<file path="config.mk">
export PLATFORM = sky130hd
export DESIGN_NAME = differential_drive_mixer
export DESIGN_NICKNAME = d
export VERILOG_FILES = /design/src/design/dmx_pkg.sv /design/src/design/differential_drive_mixer.sv /design/src/design/dmx_front.sv /design/src/design/dmx_queue.sv /design/src/design/dmx_back.sv
export VERILOG_INCLUDE_DIRS = /design/src /design/src/design
export SDC_FILE = /design/constraint.sdc
export NUM_CORES = 1
export LEC_CHECK = 0
export BUFFER_PORTS_ARGS = -buffer_cell sky130_fd_sc_hd__buf_2
export CORE_ASPECT_RATIO = 0.5
export CORE_MARGIN = 3
export CORE_UTILIZATION = 48
export CTS_CLUSTER_DIAMETER = 30
export CTS_CLUSTER_SIZE = 20
export DETAILED_ROUTE_END_ITERATION = 10
export PLACE_DENSITY = 0.66
export SLEW_MARGIN = 20
export SYNTH_ARGS = -nofsm -noshare
export SYNTH_HDL_FRONTEND = slang
export SYNTH_SLANG_ARGS = --single-unit
</file>
<file path="constraint.sdc">
create_clock -name aclk -period 11.55 [get_ports aclk]
set_input_delay 0 -clock aclk [delete_from_list [all_inputs] [get_ports aclk]]
set_output_delay 0 -clock aclk [all_outputs]
set_load 0.05 [all_outputs]
</file>
<file path="src/design/differential_drive_mixer_macros.svh">
// Assertion macros for the differential drive mixer.
`ifndef DIFFERENTIAL_DRIVE_MIXER_MACROS_SVH
`define DIFFERENTIAL_DRIVE_MIXER_MACROS_SVH

// Check a property on every clock edge outside reset.
`define DDM_ASSERT(lbl, clk, rstn, prop, msg) \
    lbl: assert property (@(posedge clk) disable iff (!rstn) (prop)) else $error(msg);

// Check an implication on every clock edge outside reset.
`define DDM_ASSERT_IMP(lbl, clk, rstn, ante, cons, msg) \
    lbl: assert property (@(posedge clk) disable iff (!rstn) (ante) |-> (cons)) else $error(msg);

`endif

</file>
<file path="src/design/dmx_pkg.sv">
// Shared types and constants of the differential drive mixer.
`timescale 1ns / 1ps

package dmx_pkg;

    localparam int QUEUE_DEPTH_DEF = 2;

    localparam logic [7:0]  MAX_SPEED_RESET = 8'd255;
    localparam logic [7:0]  MIN_DUTY_RESET  = 8'd80;
    localparam logic [15:0] DEADBAND_Q15    = 16'd327;
    localparam logic [16:0] FULL_Q15        = 17'd32768;
    localparam logic [7:0]  DUTY_MAX        = 8'd255;

    localparam logic [1:0] DIR_STOP = 2'd0;
    localparam logic [1:0] DIR_FWD  = 2'd1;
    localparam logic [1:0] DIR_REV  = 2'd2;

    localparam logic REG_MAX_SPEED = 1'b0;
    localparam logic REG_MIN_DUTY  = 1'b1;

    typedef enum logic [1:0] {
        OP_DRIVE = 2'd0,
        OP_TEST  = 2'd1,
        OP_TICK  = 2'd2
    } opcode_t;

    typedef struct packed {
        logic [7:0] max_speed;
        logic [7:0] min_duty;
    } cfg_t;

    typedef struct packed {
        logic               dead;
        logic               neg;
        logic signed [25:0] prod;
    } mix_t;

    typedef struct packed {
        opcode_t           op;
        logic              arm;
        logic              halt;
        mix_t              left;
        mix_t              right;
        logic signed [8:0] test_left;
        logic signed [8:0] test_right;
        logic [31:0]       duration;
    } item_t;

endpackage

</file>
<file path="src/design/differential_drive_mixer.sv">
// Top level of the two-motor arcade drive mixer.
//
//   channel   direction  group                       contents
//   s_        in         tvalid tready tdata tuser   command or tick
//   m_        out        tvalid tready tdata         motor directions, duties, flags
//   apb       in/out     psel penable pwrite ...     max_drive_speed, min_start_duty
//
// One transaction per cycle sustained while m_ is not stalled; a result shows on m_
// after its input is taken, held in the queue and then the back end's output register.
// The rate is set by the back end, which updates the motor state once per cycle unless m_tready holds its output.
// Reset is synchronous to aclk, active low; speeds, flags and the queue clear,
// registers return to 255 and 80.
// A stalled m_ side fills the queue; s_tready falls once it holds its depth.
`timescale 1ns / 1ps
`include "differential_drive_mixer_macros.svh"

module differential_drive_mixer #(
    parameter int QUEUE_DEPTH = dmx_pkg::QUEUE_DEPTH_DEF
) (
    input  logic        aclk,
    input  logic        aresetn,
    input  logic        s_tvalid,
    output logic        s_tready,
    // throttle[15:0], yaw[31:16], arm_request[32], emergency_halt[33],
    // test_left_speed[44:34], test_right_speed[55:45], test_duration[87:56]
    input  logic [87:0] s_tdata,
    // opcode[1:0]
    input  logic [1:0]  s_tuser,
    output logic        m_tvalid,
    input  logic        m_tready,
    // left_direction[1:0], left_duty[9:2], right_direction[11:10],
    // right_duty[19:12], test_running[20], armed_flag[21], zero[23:22]
    output logic [23:0] m_tdata,
    input  logic        psel,
    input  logic        penable,
    input  logic        pwrite,
    input  logic [2:0]  paddr,
    input  logic [31:0] pwdata,
    output logic [31:0] prdata,
    output logic        pready
);
    import dmx_pkg::*;

    cfg_t  cfg_reg, cfg_next;
    item_t front_item;
    item_t head_item;
    logic  head_valid;
    logic  pop;
    logic  push;

    assign pready = 1'b1;
    assign prdata = (paddr[2] == REG_MIN_DUTY) ? {24'd0, cfg_reg.min_duty}
                                                : {24'd0, cfg_reg.max_speed};

    always_comb begin
        cfg_next = cfg_reg;
        if (psel && penable && pwrite && pready) begin
            if (paddr[2] == REG_MIN_DUTY) begin
                cfg_next.min_duty = pwdata[7:0];
            end else begin
                cfg_next.max_speed = pwdata[7:0];
            end
        end
    end

    always_ff @(posedge aclk) begin
        if (!aresetn) begin
            cfg_reg.max_speed <= MAX_SPEED_RESET;
            cfg_reg.min_duty  <= MIN_DUTY_RESET;
        end else begin
            cfg_reg <= cfg_next;
        end
    end

    assign push = s_tvalid && s_tready;

    dmx_front u_front (
        .in_data (s_tdata),
        .in_user (s_tuser),
        .cfg     (cfg_reg),
        .item    (front_item)
    );

    dmx_queue #(
        .DEPTH (QUEUE_DEPTH)
    ) u_queue (
        .aclk       (aclk),
        .aresetn    (aresetn),
        .push       (push),
        .push_item  (front_item),
        .push_ready (s_tready),
        .pop_valid  (head_valid),
        .pop_item   (head_item),
        .pop        (pop)
    );

    dmx_back u_back (
        .aclk       (aclk),
        .aresetn    (aresetn),
        .min_duty   (cfg_reg.min_duty),
        .head_valid (head_valid),
        .head_item  (head_item),
        .pop        (pop),
        .out_valid  (m_tvalid),
        .out_ready  (m_tready),
        .out_data   (m_tdata)
    );

    `DDM_ASSERT_IMP(a_stop_duty, aclk, aresetn, m_tvalid,
        ((m_tdata[1:0] == DIR_STOP) == (m_tdata[9:2] == 8'd0)) &&
        ((m_tdata[11:10] == DIR_STOP) == (m_tdata[19:12] == 8'd0)),
        "direction and duty disagree")
    `DDM_ASSERT_IMP(a_dir_code, aclk, aresetn, m_tvalid,
        (m_tdata[1:0] == DIR_STOP || m_tdata[1:0] == DIR_FWD || m_tdata[1:0] == DIR_REV) &&
        (m_tdata[11:10] == DIR_STOP || m_tdata[11:10] == DIR_FWD ||
         m_tdata[11:10] == DIR_REV),
        "bad direction code")
    `DDM_ASSERT_IMP(a_idle_stop, aclk, aresetn, m_tvalid && !m_tdata[20] && !m_tdata[21],
        (m_tdata[1:0] == DIR_STOP) && (m_tdata[11:10] == DIR_STOP),
        "motor running while disarmed without test")

endmodule

</file>
<file path="src/design/dmx_front.sv">
// Front end: decode an input transaction and precompute the mixer products.
`timescale 1ns / 1ps

module dmx_front (
    input  logic [87:0]   in_data,
    input  logic [1:0]    in_user,
    input  dmx_pkg::cfg_t cfg,
    output dmx_pkg::item_t item
);
    import dmx_pkg::*;

    logic signed [15:0] throttle;
    logic signed [15:0] yaw;
    logic signed [10:0] test_left_raw;
    logic signed [10:0] test_right_raw;
    logic signed [8:0]  span;

    function automatic mix_t mix_calc(input logic signed [16:0] sum,
                                      input logic signed [8:0] diff);
        logic [16:0] abs_v;
        logic [15:0] mag;
        mix_t        r;
        abs_v  = sum[16] ? 17'(-sum) : 17'(sum);
        mag    = (abs_v > FULL_Q15) ? FULL_Q15[15:0] : abs_v[15:0];
        r.neg  = sum[16];
        r.dead = (mag <= DEADBAND_Q15);
        r.prod = 26'($signed({1'b0, mag}) * diff);
        return r;
    endfunction

    function automatic logic signed [8:0] sat_test(input logic signed [10:0] v);
        if (v > 11'sd255) begin
            return 9'sd255;
        end else if (v < -11'sd255) begin
            return -9'sd255;
        end else begin
            return v[8:0];
        end
    endfunction

    assign throttle       = in_data[15:0];
    assign yaw            = in_data[31:16];
    assign test_left_raw  = in_data[44:34];
    assign test_right_raw = in_data[55:45];
    assign span           = $signed({1'b0, cfg.max_speed}) - $signed({1'b0, cfg.min_duty});

    always_comb begin
        item.op         = opcode_t'(in_user);
        item.arm        = in_data[32];
        item.halt       = in_data[33];
        item.left       = mix_calc(17'(throttle) + 17'(yaw), span);
        item.right      = mix_calc(17'(throttle) - 17'(yaw), span);
        item.test_left  = sat_test(test_left_raw);
        item.test_right = sat_test(test_right_raw);
        item.duration   = in_data[87:56];
    end

endmodule

</file>
<file path="src/design/dmx_queue.sv">
// Short queue of decoded transactions between front and back end.
`timescale 1ns / 1ps

module dmx_queue #(
    parameter int DEPTH = dmx_pkg::QUEUE_DEPTH_DEF
) (
    input  logic            aclk,
    input  logic            aresetn,
    input  logic            push,
    input  dmx_pkg::item_t  push_item,
    output logic            push_ready,
    output logic            pop_valid,
    output dmx_pkg::item_t  pop_item,
    input  logic            pop
);
    import dmx_pkg::*;

    localparam int PTR_W = $clog2(DEPTH);
    localparam int CNT_W = $clog2(DEPTH + 1);

    item_t              slot_reg [DEPTH];
    logic [PTR_W-1:0]   wr_ptr_reg, wr_ptr_next;
    logic [PTR_W-1:0]   rd_ptr_reg, rd_ptr_next;
    logic [CNT_W-1:0]   count_reg, count_next;

    assign push_ready = (count_reg != CNT_W'(DEPTH));
    assign pop_valid  = (count_reg != '0);
    assign pop_item   = slot_reg[rd_ptr_reg];

    always_comb begin
        wr_ptr_next = wr_ptr_reg;
        rd_ptr_next = rd_ptr_reg;
        count_next  = count_reg;
        if (push) begin
            wr_ptr_next = (wr_ptr_reg == PTR_W'(DEPTH - 1)) ? '0 : wr_ptr_reg + 1'b1;
        end
        if (pop) begin
            rd_ptr_next = (rd_ptr_reg == PTR_W'(DEPTH - 1)) ? '0 : rd_ptr_reg + 1'b1;
        end
        if (push && !pop) begin
            count_next = count_reg + 1'b1;
        end else if (pop && !push) begin
            count_next = count_reg - 1'b1;
        end
    end

    always_ff @(posedge aclk) begin
        if (!aresetn) begin
            wr_ptr_reg <= '0;
            rd_ptr_reg <= '0;
            count_reg  <= '0;
        end else begin
            wr_ptr_reg <= wr_ptr_next;
            rd_ptr_reg <= rd_ptr_next;
            count_reg  <= count_next;
        end
    end

    always_ff @(posedge aclk) begin
        if (push) begin
            slot_reg[wr_ptr_reg] <= push_item;
        end
    end

endmodule

</file>
<file path="src/design/dmx_back.sv">
// Back end: apply a transaction to the motor state and register the result.
`timescale 1ns / 1ps

module dmx_back (
    input  logic            aclk,
    input  logic            aresetn,
    input  logic [7:0]      min_duty,
    input  logic            head_valid,
    input  dmx_pkg::item_t  head_item,
    output logic            pop,
    output logic            out_valid,
    input  logic            out_ready,
    output logic [23:0]     out_data
);
    import dmx_pkg::*;

    logic signed [8:0] left_speed_reg, left_speed_next;
    logic signed [8:0] right_speed_reg, right_speed_next;
    logic              armed_reg, armed_next;
    logic              test_active_reg, test_active_next;
    logic [31:0]       test_remaining_reg, test_remaining_next;
    logic              out_valid_reg, out_valid_next;
    logic [23:0]       out_data_reg, out_data_next;
    logic [31:0]       remaining_dec;
    logic signed [8:0] left_mapped, right_mapped;

    function automatic logic signed [8:0] map_speed(input mix_t m, input logic [7:0] min_d);
        logic signed [26:0] total;
        logic [11:0]        q;
        logic [7:0]         q8;
        total = $signed({4'b0, min_d, 15'b0}) + 27'(m.prod);
        q     = total[26] ? 12'd0 : total[26:15];
        q8    = (q > 12'(DUTY_MAX)) ? DUTY_MAX : q[7:0];
        if (m.dead) begin
            return 9'sd0;
        end else if (m.neg) begin
            return -$signed({1'b0, q8});
        end else begin
            return $signed({1'b0, q8});
        end
    endfunction

    function automatic logic [9:0] motor_field(input logic signed [8:0] s);
        logic [8:0] a;
        a = s[8] ? 9'(-s) : 9'(s);
        if (s == 9'sd0) begin
            return {8'd0, DIR_STOP};
        end else if (s[8]) begin
            return {a[7:0], DIR_REV};
        end else begin
            return {a[7:0], DIR_FWD};
        end
    endfunction

    assign pop          = head_valid && (!out_valid_reg || out_ready);
    assign left_mapped  = map_speed(head_item.left, min_duty);
    assign right_mapped = map_speed(head_item.right, min_duty);
    assign remaining_dec = (test_remaining_reg == '0) ? '0 : test_remaining_reg - 1'b1;

    always_comb begin
        left_speed_next     = left_speed_reg;
        right_speed_next    = right_speed_reg;
        armed_next          = armed_reg;
        test_active_next    = test_active_reg;
        test_remaining_next = test_remaining_reg;
        if (pop) begin
            case (head_item.op)
                OP_DRIVE: begin
                    armed_next = head_item.arm;
                    if (!test_active_reg) begin
                        if (!head_item.arm || head_item.halt) begin
                            left_speed_next  = '0;
                            right_speed_next = '0;
                        end else begin
                            left_speed_next  = left_mapped;
                            right_speed_next = right_mapped;
                        end
                    end
                end
                OP_TEST: begin
                    test_active_next    = 1'b1;
                    test_remaining_next = head_item.duration;
                    left_speed_next     = head_item.test_left;
                    right_speed_next    = head_item.test_right;
                end
                OP_TICK: begin
                    if (test_active_reg) begin
                        test_remaining_next = remaining_dec;
                        if (remaining_dec == '0) begin
                            test_active_next = 1'b0;
                            left_speed_next  = '0;
                            right_speed_next = '0;
                        end
                    end
                end
                default: begin
                end
            endcase
        end
    end

    always_comb begin
        out_data_next  = out_data_reg;
        out_valid_next = out_valid_reg && !out_ready;
        if (pop) begin
            out_valid_next = 1'b1;
            out_data_next  = {2'b00, armed_next, test_active_next,
                              motor_field(right_speed_next), motor_field(left_speed_next)};
        end
    end

    always_ff @(posedge aclk) begin
        if (!aresetn) begin
            left_speed_reg     <= '0;
            right_speed_reg    <= '0;
            armed_reg          <= 1'b0;
            test_active_reg    <= 1'b0;
            test_remaining_reg <= '0;
            out_valid_reg      <= 1'b0;
        end else begin
            left_speed_reg     <= left_speed_next;
            right_speed_reg    <= right_speed_next;
            armed_reg          <= armed_next;
            test_active_reg    <= test_active_next;
            test_remaining_reg <= test_remaining_next;
            out_valid_reg      <= out_valid_next;
        end
    end

    always_ff @(posedge aclk) begin
        out_data_reg <= out_data_next;
    end

    assign out_valid = out_valid_reg;
    assign out_data  = out_data_reg;

endmodule

</file>
==> impl_metrics.csv, run 1 <==
group,metric,value,unit
outcome,status,"complete, no violations",
route,vias,20400,
clock_network,htree_num_levels,2,
synthesis,synth_area_leaders,"edfxtp_1, fa_1, ha_1",
global_routing,grt_max_degree,75,
synthesis,synth-async-reset-ratio,0,
placed_design,portBuffers,137,
worst_setup_path,critical-path-top-delay-family,"compound AO/OA/AOI/OAI gates",
worst_setup_path,cpPeakStageDelay,0.69,ns
route,drt_iter0_markers,1374,
sta,finalMaxSlewViolations,0,
layout,drive_gt1_frac,0.119,
route,dr.pass1.iters,5,
synthesis,syn-cell-area,0.0253,mm2
route,wl_met3,3.33,mm
synthesis,synth_edf_count,182,
clock_network,post-cts-setup-buffers,0,
sta,finalSetupTns,0,ns
route,postRouteAntennaNets,0,
clock_network,cts_tree,"built",
clock_network,clkTransAtPathRegs,0.04,ns
layout,mostFrequentLayoutCells,"nor2_1, inv_1, fa_1",
sta,hold_ws,0.0416,ns
die,die_x,331,um
synthesis,yosysWarnings,0,
die,rows,58,
worst_setup_path,path_common_cell,"fa_1",
route,dr.max_layer_used,"met4",
placed_design,placedCellCount,3438,
die,die_h,168,um
clock_network,clk_path_buf_depth,3,
synthesis,ys_ff_latch,256,
worst_setup_path,arrival,10.41,ns
global_routing,grt_first_pass_wirelength,107,mm
layout,fillers,4516,
synthesis,synth_top_area_frac,0.216,
layout,fin_util,0.567,
layout,final_common_cell,"nor2_1",
synthesis,ys_seq_area_frac,0.274,
worst_setup_path,start_kind,"input port",
worst_setup_path,worstPathRequired,11.86,ns
synthesis,synthCells,2709,
worst_setup_path,endpoint_kind,"register",
route,route.met2.wl,31.7,mm
clock_network,clock_latency,0.55,ns
clock_network,cts.sinks,256,
placed_design,place_hpwl,48.8,mm
die,ios,191,
layout,area_delta_synth_final,14.5,%
die,die_area,0.0558,mm2
placed_design,place_congestion,0.905,
layout,largest_register_ffs,160,
global_routing,grt_pass1_vias,20600,
sta,skew,0.0258,ns
global_routing,grt-ovfl-total,0,
synthesis,yosys.cell_types.count,97,
synthesis,synth_ff_type,"edfxtp_1",
sta,hold_viol,0,
sta,rsz0062_at_grt,"false",
global_routing,grtUsageTotal,0.234,
layout,final_nets,3392,
route,drt-wirelength-per-cell,18.2,um
sta,worst_pin_slew,1.03,ns
worst_setup_path,critPathKind,"in -> reg",
route,post_drt_via_cell_ratio,5.67,
worst_setup_path,worst-path-max-fanout,23,
route,met1_length,29.5,mm
sta,setup_viol,0,
sta,period_share,0.874,
worst_hold_path,holdCritPathClass,"in -> reg",
die,core-area,0.0512,mm2
synthesis,synth_area_per_cell,9.35,um2
global_routing,antenna_found_initial,1,
clock_network,numCtsBuffers,52,
route,drt_wl_total,65.7,mm
clock_network,cts_root_buf,"clkbuf_16",
synthesis,yosys.area.top_type,"edfxtp_1",
worst_setup_path,path_buf_inv,9,
worst_setup_path,slowest_stage,"xor2_1",
layout,instances_no_fill,3605,
sta,slew_headroom,0.304,
route,drc,0,
sta,final.min_clock_period,10.09,ns
flow_run,drv_cap,0,
sta,max_freq,99.1,MHz
die,start_util,0.495,
-- stage by stage --
step	worst slack, ns	instance area (um2)
finish	1.46	29000
global route	0.605	29000
CTS	1.54	29000
detailed placement	1.02	26600
global placement	1.14	26600
floorplan	2.31	25400
-- cells by family (layout without fill, tap and decap cells) --
| logic type | count (synthesis) | count (layout) | share of synthesized area |
|---|---|---|---|
| xor gates and xnor gates | 120 | 120 | 0.0415 |
| buffers and inverters | 394 | 571 | 0.0630 |
| other | 2 | 31 | 0.000296 |
| adders and majority gates | 393 | 393 | 0.254 |
| DFF | 256 | 256 | 0.274 |
| muxes | 98 | 98 | 0.0405 |
| and+or+nand+nor | 910 | 910 | 0.181 |
| AOI/OAI and AO/OA | 536 | 536 | 0.146 |
-- worst register-to-register path, delay by kind of cell, from the launching register on --
family	cells	cell delay [ns]
compound gates	15	3.48
fa+ha+maj	7	3.12
buf+inv	4	1.36
flops	1	0.56
simple gates	3	0.39
-- final timing paths --
kind                    start                        to  slack [ns]  cells past startpoint
setup / recovery   s_tdata[0]   u_queue.slot_reg[0][75]        1.46                     38
hold / removal    s_tdata[43]   u_queue.slot_reg[0][47]        0.04                      3
setup reg to reg   cfg_reg[1]  u_queue.slot_reg[0][103]        2.37                     29
hold reg to reg   cfg_reg[13]               cfg_reg[13]        0.49                      2
-- metal layers --
| layer | vias to the layer above | track usage |
|---|---|---|
| li1 | 9878 | - |
| met1 | 9882 | 0.314 |
| met2 | 595 | 0.405 |
| met3 | 93 | 0.0303 |
| met4 | 0 | 0.0535 |
| met5 | - | 0 |
-- cell usage after synthesis, types with 9 or more instances --
cell type and number:
nand3_1 60, nor3_1 80, nand4_1 20, buf_4 27, nor4_1 29, dfxtp_1 74, o21ai_0 102, o211ai_1 14
o22ai_1 16, o21bai_1 18, edfxtp_1 182, mux2i_1 61, a21oi_1 102, a21o_1 35, o21a_1 20, mux2_2 37
a31oi_1 26, nand3b_1 14, fa_1 201, nand2_1 196, or2_2 17, xnor2_1 72, nor2b_1 50, nor2_1 239
clkbuf_1 112, xor2_1 48, and3_1 45, ha_1 192, inv_1 234, a22oi_1 22, a21boi_0 26, o32ai_1 9
o31ai_1 12, a211oi_1 19, nand2b_1 34, and2_1 33, or3_1 39
-- layout make-up --
class	count	area [um2]	area share
antenna	4	10.0	0.000345
multi-input combinational	2084	16900	0.583
inverter	238	893	0.0308
tap	690	863	0.0298
sequential	256	6950	0.240
timing repair buffer	235	1600	0.0552
clock inverter	30	363	0.0125
clock buffer	68	1410	0.0487
-- timing repair --
| item | in CTS | in global routing |
|---|---|---|
| hold buffers | 64 | 0 |
| hold endpoints to repair | 126 | 0 |
| resized for setup | 0 | 0 |
Power of run 1 is left out: the tool's default activity adds up to more than one toggle a clock period on the data nets, which glitch-free logic cannot reach.
==> inputs of run 2 (changes only) <==
CORE_UTILIZATION = 30   (was 48)
PLACE_DENSITY = default   (was 0.66)
SLEW_MARGIN = 10   (was 20)
==> impl_metrics.csv, run 2 (synthesis gave the netlist of run 1 again) <==
group,metric,value,unit
placed_design,place_area,0.0271,mm2
clock_network,htree_num_levels,2,
clock_network,clkTransAtPathRegs,0.05,ns
layout,diodes,0,
sta,finalSetupTns,0,ns
route,met1_length,31.2,mm
layout,mostFrequentLayoutCells,"nor2_1, inv_1, fa_1",
placed_design,place_hpwl,52.2,mm
sta,period_share,0.877,
die,die_h,212,um
flow_run,drv_cap,0,
die,core-area,0.0827,mm2
layout,largest_register_ffs,160,
worst_setup_path,endpoint_kind,"register",
layout,fillers,8384,
clock_network,clk_path_buf_depth,3,
route,drt_iter0_markers,1385,
sta,final.min_clock_period,10.13,ns
die,ios,191,
route,postRouteAntennaNets,0,
clock_network,cts_resized,0,
layout,area_delta_synth_final,17.1,%
worst_setup_path,critPathKind,"in -> reg",
sta,max_freq,98.7,MHz
route,drc,0,
die,die_x,417,um
clock_network,clock_latency,0.56,ns
global_routing,grt_max_degree,75,
global_routing,antenna_found_initial,1,
worst_setup_path,startpoint,"s_tdata[21]",
die,start_util,0.306,
sta,setup_viol,0,
sta,worst_pin_slew,1.17,ns
placed_design,portBuffers,137,
sta,rsz0062_at_grt,"false",
worst_setup_path,arrival,10.43,ns
worst_setup_path,slowest_stage,"o41ai_1",
worst_setup_path,rr_startpoint,"cfg_reg[1]",
layout,final_common_cell,"nor2_1",
sta,slew_headroom,0.218,
global_routing,grt-ovfl-total,0,
route,drt-wirelength-per-cell,17.1,um
route,dr.max_layer_used,"met4",
die,die_area,0.0882,mm2
worst_setup_path,worst-path-max-fanout,21,
layout,multi_input_area,0.0169,mm2
route,route.met2.wl,32.7,mm
route,post_drt_via_cell_ratio,5.11,
worst_setup_path,cpPeakStageDelay,0.78,ns
route,dr.pass1.iters,6,
sta,skew,0.0223,ns
die,rows,74,
placed_design,dp_slack,1.00,ns
worst_hold_path,hp-start,"s_tdata[43]",
global_routing,grt_first_pass_wirelength,110,mm
worst_setup_path,start_kind,"input port",
clock_network,cts.sinks,256,
route,drt_wl_total,68.9,mm
layout,final_area,0.0297,mm2
layout,drive_gt1_frac,0.121,
placed_design,place_congestion,0.889,
global_routing,grtUsageTotal,0.153,
global_routing,grt_pass1_vias,20300,
layout,final_nets,3400,
layout,regArea,0.00695,mm2
clock_network,numCtsBuffers,54,
route,wl_met3,3.88,mm
sta,hold_viol,0,
outcome,status,"complete, no violations",
route,vias,20500,
worst_hold_path,holdCritPathClass,"in -> reg",
clock_network,cts_tree,"built",
clock_network,cts_root_buf,"clkbuf_16",
worst_setup_path,worstPathRequired,11.85,ns
sta,worst_slack,1.42,ns
sta,finalMaxSlewViolations,0,
-- run 2: cell count changes in the layout (fill, tap and decap cells not counted), sizes merged --
cell,delta
buf,-2
clkbuf,-3
clkinv,+3
diode,-4
dlygate4sd3,+8
inv,+2
-- run 2: final timing paths --
kind                                    to  slack (ns)  depth (start not counted)
setup / recovery  u_queue.slot_reg[0][103]        1.42                         35
hold / removal     u_queue.slot_reg[0][42]        0.04                          3
setup reg to reg  u_queue.slot_reg[0][103]        2.34                         28
hold reg to reg                cfg_reg[10]        0.50                          2
-- run 2: layer usage --
layer,track usage,vias up
li1,-,9874
met5,0,-
met4,0.0306,0
met1,0.207,10000
met2,0.261,582
met3,0.0214,80
-- run 2: through the flow --
step / hold WS [ns] / utilization / instances
5_1_grt: 0.0358 / 0.359 / 4021
4_1_cts: 0.00555 / 0.359 / 4021
2_1_floorplan: 0.0989 / - / 2734
3_3_place_gp: 0.190 / 0.327 / 3849
6_report: 0.0416 / 0.359 / 4021
3_5_place_dp: 0.191 / 0.327 / 3849
-- run 2: area by class of cell --
type	count	area share
flip-flops and latches	256	0.234
clock buffers	65	0.0497
inverters	238	0.0301
repair buffers	241	0.0555
multi-input cells	2084	0.570
well taps	1102	0.0465
clock inverters	35	0.0137
-- run 2: worst max-delay path, delay by kind of cell --
| kind | cells | cell delay (ns) |
|---|---|---|
| compound gates | 15 | 4.96 |
| buf+inv | 6 | 0.34 |
| fa+ha+maj | 7 | 3.48 |
| simple gates | 7 | 1.63 |
-- run 2: repair_timing --
item,CTS,global route
hold buffers,72,0
endpoints found under the hold margin,126,0
buffers inserted,0,0
Power of run 2 is left out for the same reason.
==> inputs of run 3 (changes only) <==
TNS_END_PERCENT = 50   (was default)
clock period = 11.71 ns   (was 11.55 ns; I/O delays follow)
==> impl_metrics.csv, run 3 (synthesis gave the netlist of run 1 again) <==
group,metric,value,unit
layout,final_area,0.0300,mm2
route,drt-wirelength-per-cell,17.2,um
route,drt_wl_total,69.5,mm
global_routing,met3_usage,0.0284,
die,die_x,417,um
placed_design,portBuffers,137,
global_routing,antenna_found_initial,3,
worst_setup_path,worstPathRequired,12.06,ns
global_routing,met1_usage,0.205,
layout,area_delta_synth_final,18.4,%
route,postRouteAntennaNets,0,
outcome,status,"complete, no violations",
clock_network,clk_path_buf_depth,3,
die,start_util,0.306,
layout,largest_register_ffs,160,
clock_network,clkTransAtPathRegs,0.05,ns
worst_setup_path,path_buf_inv,8,
sta,hold_viol,0,
worst_hold_path,holdCritPathClass,"in -> reg",
route,drc,0,
sta,finalSetupTns,0,ns
clock_network,cts_tree,"built",
global_routing,grtUsageTotal,0.155,
placed_design,place_area,0.0271,mm2
global_routing,use_met2,0.262,
flow_run,drv_cap,0,
global_routing,grt_pass1_vias,20600,
route,dr.pass1.iters,6,
global_routing,grt_first_pass_wirelength,111,mm
placed_design,place_congestion,0.890,
die,rows,74,
sta,skew,0.0307,ns
die,die_area,0.0882,mm2
clock_network,numCtsBuffers,59,
sta,final.min_clock_period,9.99,ns
global_routing,grt_max_degree,75,
worst_setup_path,worst-path-max-fanout,37,
clock_network,clock_latency,0.60,ns
sta,hold_ws,0.0719,ns
die,core-area,0.0827,mm2
route,post_drt_via_cell_ratio,5.09,
worst_setup_path,path_common_cell,"fa_1",
sta,finalMaxSlewViolations,0,
clock_network,cts.sinks,256,
sta,period_share,0.853,
sta,slew_headroom,0.234,
route,drt_iter0_markers,1648,
clock_network,post-cts-setup-buffers,0,
worst_setup_path,slowest_stage,"a21o_1",
layout,mostFrequentLayoutCells,"nor2_1, inv_1, fa_1",
clock_network,cts_root_buf,"clkbuf_16",
clock_network,htree_num_levels,2,
die,ios,191,
placed_design,place_hpwl,52.2,mm
layout,drive_gt1_frac,0.124,
worst_setup_path,start_kind,"input port",
layout,final_common_cell,"nor2_1",
worst_setup_path,critical-path-top-delay-family,"compound AO/OA/AOI/OAI gates",
global_routing,grt-ovfl-total,0,
global_routing,busiest_layer,"met2",
worst_setup_path,critPathKind,"in -> reg",
sta,worst_pin_slew,1.14,ns
worst_setup_path,cpPeakStageDelay,0.80,ns
layout,final_nets,3415,
route,vias,20600,
sta,max_freq,100,MHz
worst_setup_path,endpoint_kind,"register",
sta,setup_viol,0,
worst_setup_path,arrival,10.34,ns
die,die_h,212,um
sta,rsz0062_at_grt,"false",
-- run 3: cell types whose count changed in the layout (fill, tap and decap cells not counted), sizes merged, moves of 3 or more --
cell | previous run | this run
clkbuf | 65 | 68
dlygate4sd3 | 72 | 79
buf | 169 | 172
clkinv | 19 | 29
-- run 3: worst reg2reg max path: cells and delay by family (launching register included) --
kind / cells / cell delay [ns]
AOI/OAI and AO/OA: 17 / 4.00
adders and majority gates: 7 / 3.16
buffers and inverters: 4 / 1.24
DFF: 1 / 0.58
-- run 3: cell type report --
| class | instances | area [um2] |
|---|---|---|
| fillers | 8258 | 52700 |
| multi-input cells | 2084 | 16900 |
| flip-flops and latches | 256 | 6950 |
| repair buffers | 251 | 1740 |
| clock buffers | 68 | 1630 |
| well taps | 1102 | 1380 |
| inverters | 238 | 893 |
| clock inverters | 44 | 490 |
| diodes | 2 | 5.00 |
-- run 3: per-layer routing --
layer  wire [um]  vias up
met2       33100      528
met5           0        -
met3        4120       85
met4        1360        0
li1            -     9915
met1       31000    10000
-- run 3: what timing repair did --
action	4_1_cts	5_1_grt
hold buffers	79	0
gates resized for setup	0	0
hold endpoints to repair	126	0
-- run 3: metrics by stage --
step / cells / setup slack, ns / util
global route: 4043 / 0.743 / 0.363
global placement: 3852 / 1.36 / 0.328
floorplan: 2734 / 2.47 / -
detailed placement: 3852 / 1.20 / 0.328
CTS: 4043 / 1.81 / 0.363
finish: 4045 / 1.72 / 0.363
-- run 3: path summary, 6_finish.rpt --
path | endpoint | cells after the start | startpoint | slack, ns
max | u_queue.slot_reg[0][75] | 39 | s_tdata[0] | 1.72
max reg2reg | u_queue.slot_reg[0][75] | 28 | cfg_reg[1] | 2.48
min | cfg_reg[14] | 3 | aresetn | 0.07
min reg2reg | u_back.test_remaining_reg[29] | 2 | u_back.test_remaining_reg[29] | 0.50
Power of run 3 is left out for the same reason.
